<file path="src/rtl/l1vl2_pkg.sv">
// Shared types, constants and codes for the L1 / victim / L2 tag model.
package l1vl2_pkg;

    localparam int VICTIM_ENTRIES_DEF = 4;
    localparam int L2_WAYS_DEF        = 8;
    localparam int SETS               = 16;
    localparam int TAG_W              = 6;
    localparam int IDX_W              = 4;
    localparam int KEY_W              = TAG_W + IDX_W;
    localparam int ADDR_W             = 12;
    localparam int CNT_W              = 32;

    localparam logic ACT_WRITE = 1'b0;
    localparam logic ACT_READ  = 1'b1;

    typedef enum logic [1:0] {
        OUT_L1_HIT  = 2'd0,
        OUT_VIC_HIT = 2'd1,
        OUT_L2_HIT  = 2'd2,
        OUT_MISS    = 2'd3
    } t_outcome;

    typedef enum logic [2:0] {
        ST_IDLE,
        ST_LOOKUP,
        ST_VINS,
        ST_L2INS,
        ST_DONE
    } t_state;

    typedef struct packed {
        logic              action;
        logic [ADDR_W-1:0] address;
    } t_req;

    typedef struct packed {
        logic [1:0]       outcome;
        logic [CNT_W-1:0] read_count;
        logic [CNT_W-1:0] l1_miss_count;
        logic [CNT_W-1:0] victim_miss_count;
        logic [CNT_W-1:0] l2_miss_count;
    } t_rsp;

    typedef struct packed {
        logic idle;
        logic lookup;
        logic vins;
        logic l2ins;
        logic load_out;
    } t_cmd;

    typedef struct packed {
        logic req_valid;
        logic l1_evict;
        logic vic_full;
        logic out_free;
    } t_status;

endpackage

</file>
<file path="src/rtl/l1vl2_dp.sv">
// Tag stores, LRU ages, statistics counters and result register.
module l1vl2_dp
    import l1vl2_pkg::*;
#(
    parameter int VICTIM_ENTRIES = VICTIM_ENTRIES_DEF,
    parameter int L2_WAYS        = L2_WAYS_DEF
) (
    input  logic    i_clk,
    input  logic    i_rst_n,
    input  t_cmd    i_cmd,
    output t_status o_status,
    input  logic    i_req_valid,
    input  t_req    i_req,
    output logic    o_rsp_valid,
    input  logic    i_rsp_stall,
    output t_rsp    o_rsp
);

    localparam int VA_W  = (VICTIM_ENTRIES > 1) ? $clog2(VICTIM_ENTRIES) : 1;
    localparam int LA_W  = (L2_WAYS > 1) ? $clog2(L2_WAYS) : 1;
    localparam int WAY_W = TAG_W + LA_W;
    localparam int ROW_W = L2_WAYS * WAY_W;

    logic                 r_rd;
    logic [TAG_W-1:0]     r_tag;
    logic [IDX_W-1:0]     r_set;

    logic [SETS-1:0]      r_l1_valid;
    logic [TAG_W-1:0]     r_l1_tag [SETS];

    logic [VICTIM_ENTRIES-1:0] r_vic_valid, n_vic_valid;
    logic [KEY_W-1:0]     r_vic_key [VICTIM_ENTRIES];
    logic [KEY_W-1:0]     n_vic_key [VICTIM_ENTRIES];
    logic [VA_W-1:0]      r_vic_age [VICTIM_ENTRIES];
    logic [VA_W-1:0]      n_vic_age [VICTIM_ENTRIES];

    logic [L2_WAYS-1:0]   r_l2_valid [SETS];
    logic [ROW_W-1:0]     l2_mem [SETS];
    logic [ROW_W-1:0]     r_l2_rdata;

    logic [CNT_W-1:0]     r_cnt [4];
    logic [KEY_W-1:0]     r_old_key;
    logic [KEY_W-1:0]     r_evict_key;
    t_outcome             r_outcome;
    logic                 r_out_valid;
    t_rsp                 r_rsp;

    logic                 accept;
    logic                 l1_hit;
    logic [VICTIM_ENTRIES-1:0] vic_match;
    logic                 vic_hit;
    logic [VA_W-1:0]      vic_w;
    logic [L2_WAYS-1:0]   l2_match;
    logic                 l2_hit;
    logic [LA_W-1:0]      l2_w;
    logic                 vic_op;
    logic                 l2_op;
    t_outcome             outcome;
    logic                 vic_full;
    logic [VA_W-1:0]      ins_w;
    logic [IDX_W-1:0]     rd_set;

    logic [IDX_W-1:0]     ins_set;
    logic [TAG_W-1:0]     ins_tag;
    logic [L2_WAYS-1:0]   ins_vrow;
    logic [LA_W-1:0]      l2_ins_w;

    logic                 wr_en;
    logic [IDX_W-1:0]     wr_set;
    logic [ROW_W-1:0]     wr_row;
    logic [L2_WAYS-1:0]   wr_vrow;

    assign accept = i_req_valid && i_cmd.idle;

    // lookup in all three levels
    always_comb begin
        l1_hit = r_l1_valid[r_set] && (r_l1_tag[r_set] == r_tag);
        vic_w  = '0;
        for (int i = VICTIM_ENTRIES - 1; i >= 0; i--) begin
            vic_match[i] = r_vic_valid[i] && (r_vic_key[i] == {r_tag, r_set});
            if (vic_match[i]) vic_w = VA_W'(i);
        end
        vic_hit = |vic_match;
        l2_w    = '0;
        for (int i = L2_WAYS - 1; i >= 0; i--) begin
            l2_match[i] = r_l2_valid[r_set][i] &&
                          (r_l2_rdata[i*WAY_W +: TAG_W] == r_tag);
            if (l2_match[i]) l2_w = LA_W'(i);
        end
        l2_hit = |l2_match;
        vic_op = !(r_rd && l1_hit) && vic_hit;
        l2_op  = !(r_rd && l1_hit) && !vic_hit && l2_hit;
        if (r_rd && l1_hit) outcome = OUT_L1_HIT;
        else if (vic_hit)   outcome = OUT_VIC_HIT;
        else if (l2_hit)    outcome = OUT_L2_HIT;
        else                outcome = OUT_MISS;
    end

    // victim slot for an insert: oldest when full, else lowest free
    always_comb begin
        vic_full = &r_vic_valid;
        ins_w    = '0;
        for (int i = VICTIM_ENTRIES - 1; i >= 0; i--) begin
            if (vic_full) begin
                if (r_vic_age[i] == VA_W'(VICTIM_ENTRIES - 1)) ins_w = VA_W'(i);
            end else if (!r_vic_valid[i]) begin
                ins_w = VA_W'(i);
            end
        end
        rd_set = i_cmd.vins ? r_vic_key[ins_w][IDX_W-1:0] : i_req.address[5:2];
    end

    always_comb begin
        n_vic_valid = r_vic_valid;
        n_vic_key   = r_vic_key;
        n_vic_age   = r_vic_age;
        if (i_cmd.lookup && vic_op) begin
            if (r_rd) begin
                n_vic_valid[vic_w] = 1'b0;
                for (int i = 0; i < VICTIM_ENTRIES; i++) begin
                    if (r_vic_valid[i] && r_vic_age[i] > r_vic_age[vic_w])
                        n_vic_age[i] = r_vic_age[i] - VA_W'(1);
                end
            end else begin
                for (int i = 0; i < VICTIM_ENTRIES; i++) begin
                    if (r_vic_valid[i] && r_vic_age[i] < r_vic_age[vic_w])
                        n_vic_age[i] = r_vic_age[i] + VA_W'(1);
                end
                n_vic_age[vic_w] = '0;
            end
        end else if (i_cmd.vins) begin
            for (int i = 0; i < VICTIM_ENTRIES; i++) begin
                if (VA_W'(i) != ins_w && r_vic_valid[i])
                    n_vic_age[i] = r_vic_age[i] + VA_W'(1);
            end
            n_vic_valid[ins_w] = 1'b1;
            n_vic_key[ins_w]   = r_old_key;
            n_vic_age[ins_w]   = '0;
        end
    end

    // L2 row updates: remove or touch at lookup, insert of the evicted line
    always_comb begin
        ins_set  = r_evict_key[IDX_W-1:0];
        ins_tag  = r_evict_key[KEY_W-1:IDX_W];
        ins_vrow = r_l2_valid[ins_set];
        l2_ins_w = '0;
        for (int i = L2_WAYS - 1; i >= 0; i--) begin
            if (&ins_vrow) begin
                if (r_l2_rdata[i*WAY_W+TAG_W +: LA_W] == LA_W'(L2_WAYS - 1))
                    l2_ins_w = LA_W'(i);
            end else if (!ins_vrow[i]) begin
                l2_ins_w = LA_W'(i);
            end
        end

        wr_en   = 1'b0;
        wr_set  = r_set;
        wr_row  = r_l2_rdata;
        wr_vrow = r_l2_valid[r_set];
        if (i_cmd.lookup && l2_op) begin
            wr_en = 1'b1;
            if (r_rd) begin
                wr_vrow[l2_w] = 1'b0;
                for (int i = 0; i < L2_WAYS; i++) begin
                    if (r_l2_valid[r_set][i] &&
                        r_l2_rdata[i*WAY_W+TAG_W +: LA_W] >
                        r_l2_rdata[l2_w*WAY_W+TAG_W +: LA_W])
                        wr_row[i*WAY_W+TAG_W +: LA_W] =
                            r_l2_rdata[i*WAY_W+TAG_W +: LA_W] - LA_W'(1);
                end
            end else begin
                for (int i = 0; i < L2_WAYS; i++) begin
                    if (r_l2_valid[r_set][i] &&
                        r_l2_rdata[i*WAY_W+TAG_W +: LA_W] <
                        r_l2_rdata[l2_w*WAY_W+TAG_W +: LA_W])
                        wr_row[i*WAY_W+TAG_W +: LA_W] =
                            r_l2_rdata[i*WAY_W+TAG_W +: LA_W] + LA_W'(1);
                end
                wr_row[l2_w*WAY_W+TAG_W +: LA_W] = '0;
            end
        end else if (i_cmd.l2ins) begin
            wr_en   = 1'b1;
            wr_set  = ins_set;
            wr_vrow = ins_vrow;
            for (int i = 0; i < L2_WAYS; i++) begin
                if (LA_W'(i) != l2_ins_w && ins_vrow[i])
                    wr_row[i*WAY_W+TAG_W +: LA_W] =
                        r_l2_rdata[i*WAY_W+TAG_W +: LA_W] + LA_W'(1);
            end
            wr_vrow[l2_ins_w] = 1'b1;
            wr_row[l2_ins_w*WAY_W +: TAG_W] = ins_tag;
            wr_row[l2_ins_w*WAY_W+TAG_W +: LA_W] = '0;
        end
    end

    always_ff @(posedge i_clk) begin
        r_l2_rdata <= l2_mem[rd_set];
        if (wr_en) begin
            l2_mem[wr_set] <= wr_row;
        end
    end

    always_ff @(posedge i_clk) begin
        if (!i_rst_n) begin
            for (int i = 0; i < SETS; i++) r_l2_valid[i] <= '0;
        end else if (wr_en) begin
            r_l2_valid[wr_set] <= wr_vrow;
        end
    end

    always_ff @(posedge i_clk) begin
        if (!i_rst_n) begin
            r_vic_valid <= '0;
        end else begin
            r_vic_valid <= n_vic_valid;
        end
    end

    always_ff @(posedge i_clk) begin
        r_vic_key <= n_vic_key;
        r_vic_age <= n_vic_age;
    end

    always_ff @(posedge i_clk) begin
        if (accept) begin
            r_rd  <= i_req.action == ACT_READ;
            r_tag <= i_req.address[11:6];
            r_set <= i_req.address[5:2];
        end
        if (i_cmd.lookup) begin
            r_outcome <= outcome;
            if (r_rd && !l1_hit) begin
                r_old_key       <= {r_l1_tag[r_set], r_set};
                r_l1_tag[r_set] <= r_tag;
            end
        end
        if (i_cmd.vins) begin
            r_evict_key <= r_vic_key[ins_w];
        end
        if (i_cmd.load_out) begin
            r_rsp.outcome           <= r_outcome;
            r_rsp.read_count        <= r_cnt[0];
            r_rsp.l1_miss_count     <= r_cnt[1];
            r_rsp.victim_miss_count <= r_cnt[2];
            r_rsp.l2_miss_count     <= r_cnt[3];
        end
    end

    always_ff @(posedge i_clk) begin
        if (!i_rst_n) begin
            r_l1_valid  <= '0;
            r_out_valid <= 1'b0;
            for (int i = 0; i < 4; i++) r_cnt[i] <= '0;
        end else begin
            if (i_cmd.lookup && r_rd) begin
                if (r_cnt[0] != '1) r_cnt[0] <= r_cnt[0] + CNT_W'(1);
                if (!l1_hit) begin
                    r_l1_valid[r_set] <= 1'b1;
                    if (r_cnt[1] != '1) r_cnt[1] <= r_cnt[1] + CNT_W'(1);
                    if (!vic_hit) begin
                        if (r_cnt[2] != '1) r_cnt[2] <= r_cnt[2] + CNT_W'(1);
                        if (!l2_hit && r_cnt[3] != '1) r_cnt[3] <= r_cnt[3] + CNT_W'(1);
                    end
                end
            end
            if (i_cmd.load_out) begin
                r_out_valid <= 1'b1;
            end else if (!i_rsp_stall) begin
                r_out_valid <= 1'b0;
            end
        end
    end

    assign o_status.req_valid = i_req_valid;
    assign o_status.l1_evict  = r_rd && !l1_hit && r_l1_valid[r_set];
    assign o_status.vic_full  = vic_full;
    assign o_status.out_free  = !r_out_valid || !i_rsp_stall;

    assign o_rsp_valid = r_out_valid;
    assign o_rsp       = r_rsp;

endmodule

</file>
<file path="config.mk">
export PLATFORM = sky130hd
export DESIGN_NAME = l1vl2_dp
export DESIGN_NICKNAME = d
export VERILOG_FILES = /design/src/rtl/l1vl2_pkg.sv /design/src/rtl/l1vl2_dp.sv
export SDC_FILE = /design/constraint.sdc
export NUM_CORES = 2
export LEC_CHECK = 0
export BUFFER_PORTS_ARGS = -buffer_cell sky130_fd_sc_hd__buf_2
export CORE_ASPECT_RATIO = 0.7
export CORE_MARGIN = 2
export CORE_UTILIZATION = 60
export DETAILED_ROUTE_END_ITERATION = 12
export HOLD_SLACK_MARGIN = 0.02
export PLACE_DENSITY = 0.88
export SLEW_MARGIN = 20
export SYNTH_ARGS = -nofsm -noshare
export SYNTH_HDL_FRONTEND = slang
export SYNTH_SLANG_ARGS = --single-unit
</file>
<file path="constraint.sdc">
create_clock -name i_clk -period 9.2 [get_ports i_clk]
set_input_delay 1.84 -clock i_clk [delete_from_list [all_inputs] [get_ports i_clk]]
set_output_delay 1.84 -clock i_clk [all_outputs]
set_load 0.01 [all_outputs]
</file>
* Word-level counts from Yosys, hierarchy flattened
Memories as Yosys holds them, arrays and structs flattened. A register that Yosys moved wholly into a read port is not among the register bits.
Index checks and enable logic that the tools add are counted.
** Operators by class
- Add/subtract/negate cells :: 33
- $mul :: 2
- Magnitude comparators :: 38
- Equal/unequal tests :: 45
- Shift operators :: 7
- Multiplexer cells :: 235
- Bitwise gates (word level) :: 19
- Reductions and logical operators :: 91
** Operators by type and width (count)
- $mux 3 :: 96
- $bwmux 72 :: 3
- $mux 72 :: 2
- $shift 3x34->72 const A :: 2
- $shiftx 3x34->72 const A :: 2
- $add 32x1->32 const B :: 4
- $mux 32 :: 4
- $ne 32x32->1 const B :: 4
- $mux 2 :: 48
- $shift 6x34->72 const A :: 1
- $shiftx 6x34->72 :: 1
- $shiftx 72x33->3 :: 1
- $neg 8->34 :: 2
- $logic_and 1x1->1 :: 67
- $mux 8 :: 7
- $eq 6x6->1 :: 9
- $mux 6 :: 8
- $mux 1 :: 42
- $bwmux 40 :: 1
- $eq 10x10->1 :: 4
- $mux 4 :: 10
- $neg 7->34 :: 1
- $mux 10 :: 3
- $add 3x1->3 const B :: 8
- other kinds (54) :: 140
** Storage, ports and cells
- Register bits :: 232
- Bits in writable memories :: 1504
- Input port bits :: 22
- Output and inout bits :: 135
- Logic and storage cells :: 497
- Memories kept :: 4
** Memory list
- l2_mem :: depth 16, bits a word 72, rd ports 1, clocked after Yosys merged registers in 1, wr ports 1, RTL line l1vl2_dp.sv:38 : logic [ROW_W-1:0] l2_mem [SETS];
- r_cnt :: depth 4, bits a word 32, rd ports 4, clocked after Yosys merged registers in 0, wr ports 4, RTL line l1vl2_dp.sv:41 : logic [CNT_W-1:0] r_cnt [4];
- r_l2_valid :: depth 16, bits a word 8, rd ports 2, clocked after Yosys merged registers in 2, wr ports 16, RTL line l1vl2_dp.sv:37 : logic [L2_WAYS-1:0] r_l2_valid [SETS];
- r_l1_tag :: depth 16, bits a word 6, rd ports 1, clocked after Yosys merged registers in 1, wr ports 1, RTL line l1vl2_dp.sv:29 : logic [TAG_W-1:0] r_l1_tag [SETS];

* Logic depth before layout (Yosys ltp)
- Word-level depth :: 26
- Depth in mapped cells :: 26
- Gate-level depth less buffers :: 22

* Least setup slack after synthesis
No wires, ideal clock.
- Kind :: register -> register
- From :: register (tool-made name)
- To :: memory l2_mem[14][0] (netlist name) (enable)
- Library setup time :: 0.503 ns
- Arrival time :: 6.374 ns
- Data required time :: 8.697 ns
- Path slack :: 2.323 ns
- Stages on the path, launching flop included :: 15
- Buffers on the path :: 5
- Period minus slack after synthesis :: 6.877 ns
- Path through :: dfxtp_1 buf_6 buf_8 buf_8 mux4_2 mux4_2 xor2_1 nor3_1 a2111oi_4 nand2b_1 buf_2 buf_2 nand2_1 o21a_1 nor2_1
** RTL lines (RTL line)
- end: declaration :: l1vl2_dp.sv:38

==> impl_metrics.env <==
export IMPL_grt_pass1_wl_mm=306
export IMPL_finalWirelength_mm=210
export IMPL_async_reset_ff_share_pct=0
export IMPL_drv_slew=0
export IMPL_synthDominantAreaCellType="edfxtp_1"
export IMPL_initial_core_util_pct=60.6
export IMPL_reg2reg_to="l2_mem[5][34]"
export IMPL_synth_distinct_cells=100
export IMPL_layout_nets=4960
export IMPL_rows=110
export IMPL_core_area_um2=129000
export IMPL_chipWidth_um=435
export IMPL_r2r_setup_slack_ns=1.10
export IMPL_final_setup_worst_slack_ns=1.10
export IMPL_cp_max_fo=18
export IMPL_rsz0062_at_grt="false"
export IMPL_hold_class="flop to flop"
export IMPL_yosys_register_bits=1816
export IMPL_period_minus_slack_ns=8.10
export IMPL_cts_setup_buffers=0
export IMPL_max_slew_margin_pct=23.9
export IMPL_seq_area_frac_synth_pct=68.5
export IMPL_grt_start_max_net_pins=137
export IMPL_max_freq_mhz=123
export IMPL_drc=0
export IMPL_drt_pre_antenna_iters=6
export IMPL_cts_sinks=1816
export IMPL_final_seq_area_um2=53500
export IMPL_ant_nets=0
export IMPL_ys_warn_count=0
export IMPL_netlist_instances=4662
export IMPL_holdBufCountCts=0
export IMPL_first_iter_violations=7402
export IMPL_clk_pin_slew_ns=0.07
export IMPL_fin_skew_ns=0.0521
export IMPL_yosysMostFrequentCell="edfxtp_1"
export IMPL_endpoint_kind="flop"
export IMPL_syn2layout_area_growth_pct=10.5
export IMPL_cp_start_kind="flop"
export IMPL_cts_buffer_depth=3
export IMPL_grt_ovfl_total=0
export IMPL_hold_ws_ns=0.427
export IMPL_crit_required_ns=9.74
export IMPL_yosys_top_cells_count="1715 x edfxtp_1, 420 x nor2_1, 387 x mux4_2, 288 x mux2i_1, 277 x nand2_1"
export IMPL_groute_usage_overall_pct=31.5
export IMPL_tightest_slew_ns=1.13
export IMPL_layout_drive_gt1_share_pct=19.6
export IMPL_syn_area_per_cell_um2=16.8
export IMPL_peakVddDrop_v=0.000217
export IMPL_portBuffers=154
export IMPL_pre_cts_ws_ns=1.77
export IMPL_powerDensity_nw_per_um2=231
export IMPL_outcome="finished, final reports clean"
export IMPL_die_h_um=306
export IMPL_hold_violations=0
export IMPL_drv_cap=0
export IMPL_wl_per_cell_um=31.3
export IMPL_antenna_found_initial=5
export IMPL_gp_congestion=0.971
export IMPL_multiInputGateArea_um2=23500
export IMPL_grt_pass1_vias=45500
export IMPL_cts_tree="done"
export IMPL_vias_per_cell=6.82
export IMPL_cts_buffers=158
export IMPL_num_fill_cells=8052
export IMPL_dp_hpwl_mm=123
export IMPL_power_leakage_nw=29.1
export IMPL_timing_final_crit_share_pct=88.1
export IMPL_dieArea_um2=133000
export IMPL_dr_total_vias=45800
export IMPL_cts_resized=0
export IMPL_synth_area_leaders="edfxtp_1 66%, mux4_2 11%, mux2i_1 3.7%"
export IMPL_syn_nets=4777
export IMPL_dominantRegCellSynth="edfxtp_1"
export IMPL_crit_type="flop to flop"
export IMPL_syn_cell_area_um2=78100
export IMPL_yosysTopAreaCellShare_pct=65.9
export IMPL_root_buffer="clkbuf_16"
export IMPL_ctsHtreeMaxLevel=4
export IMPL_insertion_delay_ns=0.84
export IMPL_r2r_cells=16
export IMPL_synth_edf_count=1715
export IMPL_setup_violations=0
export IMPL_endpoint="l2_mem[5][34]"
export IMPL_finalSetupTns_ns=0
export IMPL_top_level_ports=157
export IMPL_cp_arrival_ns=8.64
## critical path, stage by stage (launching register included)
cell and delay [ns]:
dfxtp_1 1.02, mux4_2 0.45, a22o_1 0.25, nor2_1 0.85, or2_1 0.40, o41ai_1 0.18, nor2_1 0.43, nand2_2 0.31
inv_1 0.31, ha_1 0.26, inv_1 0.11, fa_1 0.61, inv_1 0.34, o31a_1 0.47, nor2_1 0.26, a221oi_1 0.98
a211o_1 0.56
## sequential cells by signal, indices dropped and copies added, names as in the netlist, named ones only
| name | count |
|---|---|
| l2_mem | 1152 |
| o_rsp | 130 |
| o_rsp_valid | 1 |
| r_cnt | 128 |
| r_evict_key | 10 |
| r_l1_tag | 96 |
| r_l1_valid | 16 |
| r_l2_rdata | 72 |
| r_l2_valid | 128 |
| r_old_key | 10 |
| r_outcome | 2 |
| r_rd | 1 |
| r_set | 4 |
| r_tag | 6 |
| r_vic_age | 8 |
| r_vic_key | 40 |
| r_vic_valid | 4 |
## report_power, final
group	switching, mW	total, mW	internal, mW
sequential	0.357	10.2	9.87
combinational	2.05	3.09	1.04
clock	3.03	6.60	3.57
total	5.44	19.9	14.5
## cell usage in the layout, fill, tap and decap left out, types with 15 or more instances in the layout
master     instances
edfxtp_1        1715
nor2_1           404
mux4_2           387
mux2i_1          288
nand2_1          275
clkbuf_16        161
buf_2            153
xnor2_1          126
xor2_1           112
dfxtp_1           98
ha_1              91
a21oi_1           90
buf_4             88
o21ai_0           84
inv_1             76
nand3_1           74
clkbuf_1          57
nand4_1           41
nand2b_1          37
nor3_1            34
nor2b_1           30
and3_1            30
clkinv_2          27
a22oi_1           26
a211oi_1          26
a31oi_1           25
a21o_1            23
o21a_1            21
a211o_1           19
mux2_2            18
and2_1            17
buf_12            17
nor2_4            16
and4_1            15
## layout make-up
class	instances	share of cell area [%]
tap	1736	2.52
clock buffer	227	5.06
timing repair buffer	258	2.05
sequential	1816	62.0
antenna	1	0.00290
inverter	79	0.349
multi-input combinational	2532	27.2
clock inverter	64	0.804
## stage by stage
| stage | power, mW | std cells | instance area, µm² | util [%] |
|---|---|---|---|---|
| 2_1_floorplan | 12.2 | 4662 | 78100 | - |
| 3_3_place_gp | 13.2 | 6420 | 81200 | 63.0 |
| 3_5_place_dp | 13.3 | 6420 | 81200 | 63.0 |
| 4_1_cts | 19.8 | 6711 | 86200 | 66.9 |
| 5_1_grt | 20.4 | 6713 | 86400 | 67.0 |
| 6_report | 19.9 | 6713 | 86400 | 67.0 |
## routing by layer
layer | global-route usage [%] | wire length, µm | vias up
met1 | 45.9 | 78600 | 23200
met3 | 8.64 | 29100 | 520
met4 | 9.62 | 6400 | 0
met2 | 47.1 | 95800 | 3445
li1 | - | - | 18600
met5 | 0 | 0 | -
## worst min-delay path by stage
| stage | start | endpoint | slack [ns] | depth (start not counted) |
|---|---|---|---|---|
| floorplan | r_outcome[0] | o_rsp[128] | 0.40 | 0 |
| global placement | r_outcome[0] | o_rsp[128] | 0.41 | 0 |
| detailed placement | r_outcome[0] | o_rsp[128] | 0.41 | 0 |
| CTS | r_outcome[0] | o_rsp[128] | 0.42 | 0 |
| global route | r_outcome[0] | o_rsp[128] | 0.43 | 0 |
| finish | r_outcome[0] | o_rsp[128] | 0.43 | 0 |
## cell families after synthesis
| group | Yosys count | share of synthesized area, % |
|---|---|---|
| buffers and inverters | 314 | 1.75 |
| DFF | 1816 | 68.5 |
| muxes | 699 | 15.2 |
| adders and majority gates | 93 | 1.51 |
| xor gates and xnor gates | 240 | 2.72 |
| AOI/OAI and AO/OA | 453 | 4.05 |
| and+or+nand+nor | 1047 | 6.21 |
Power figures use the tool's default switching activity.
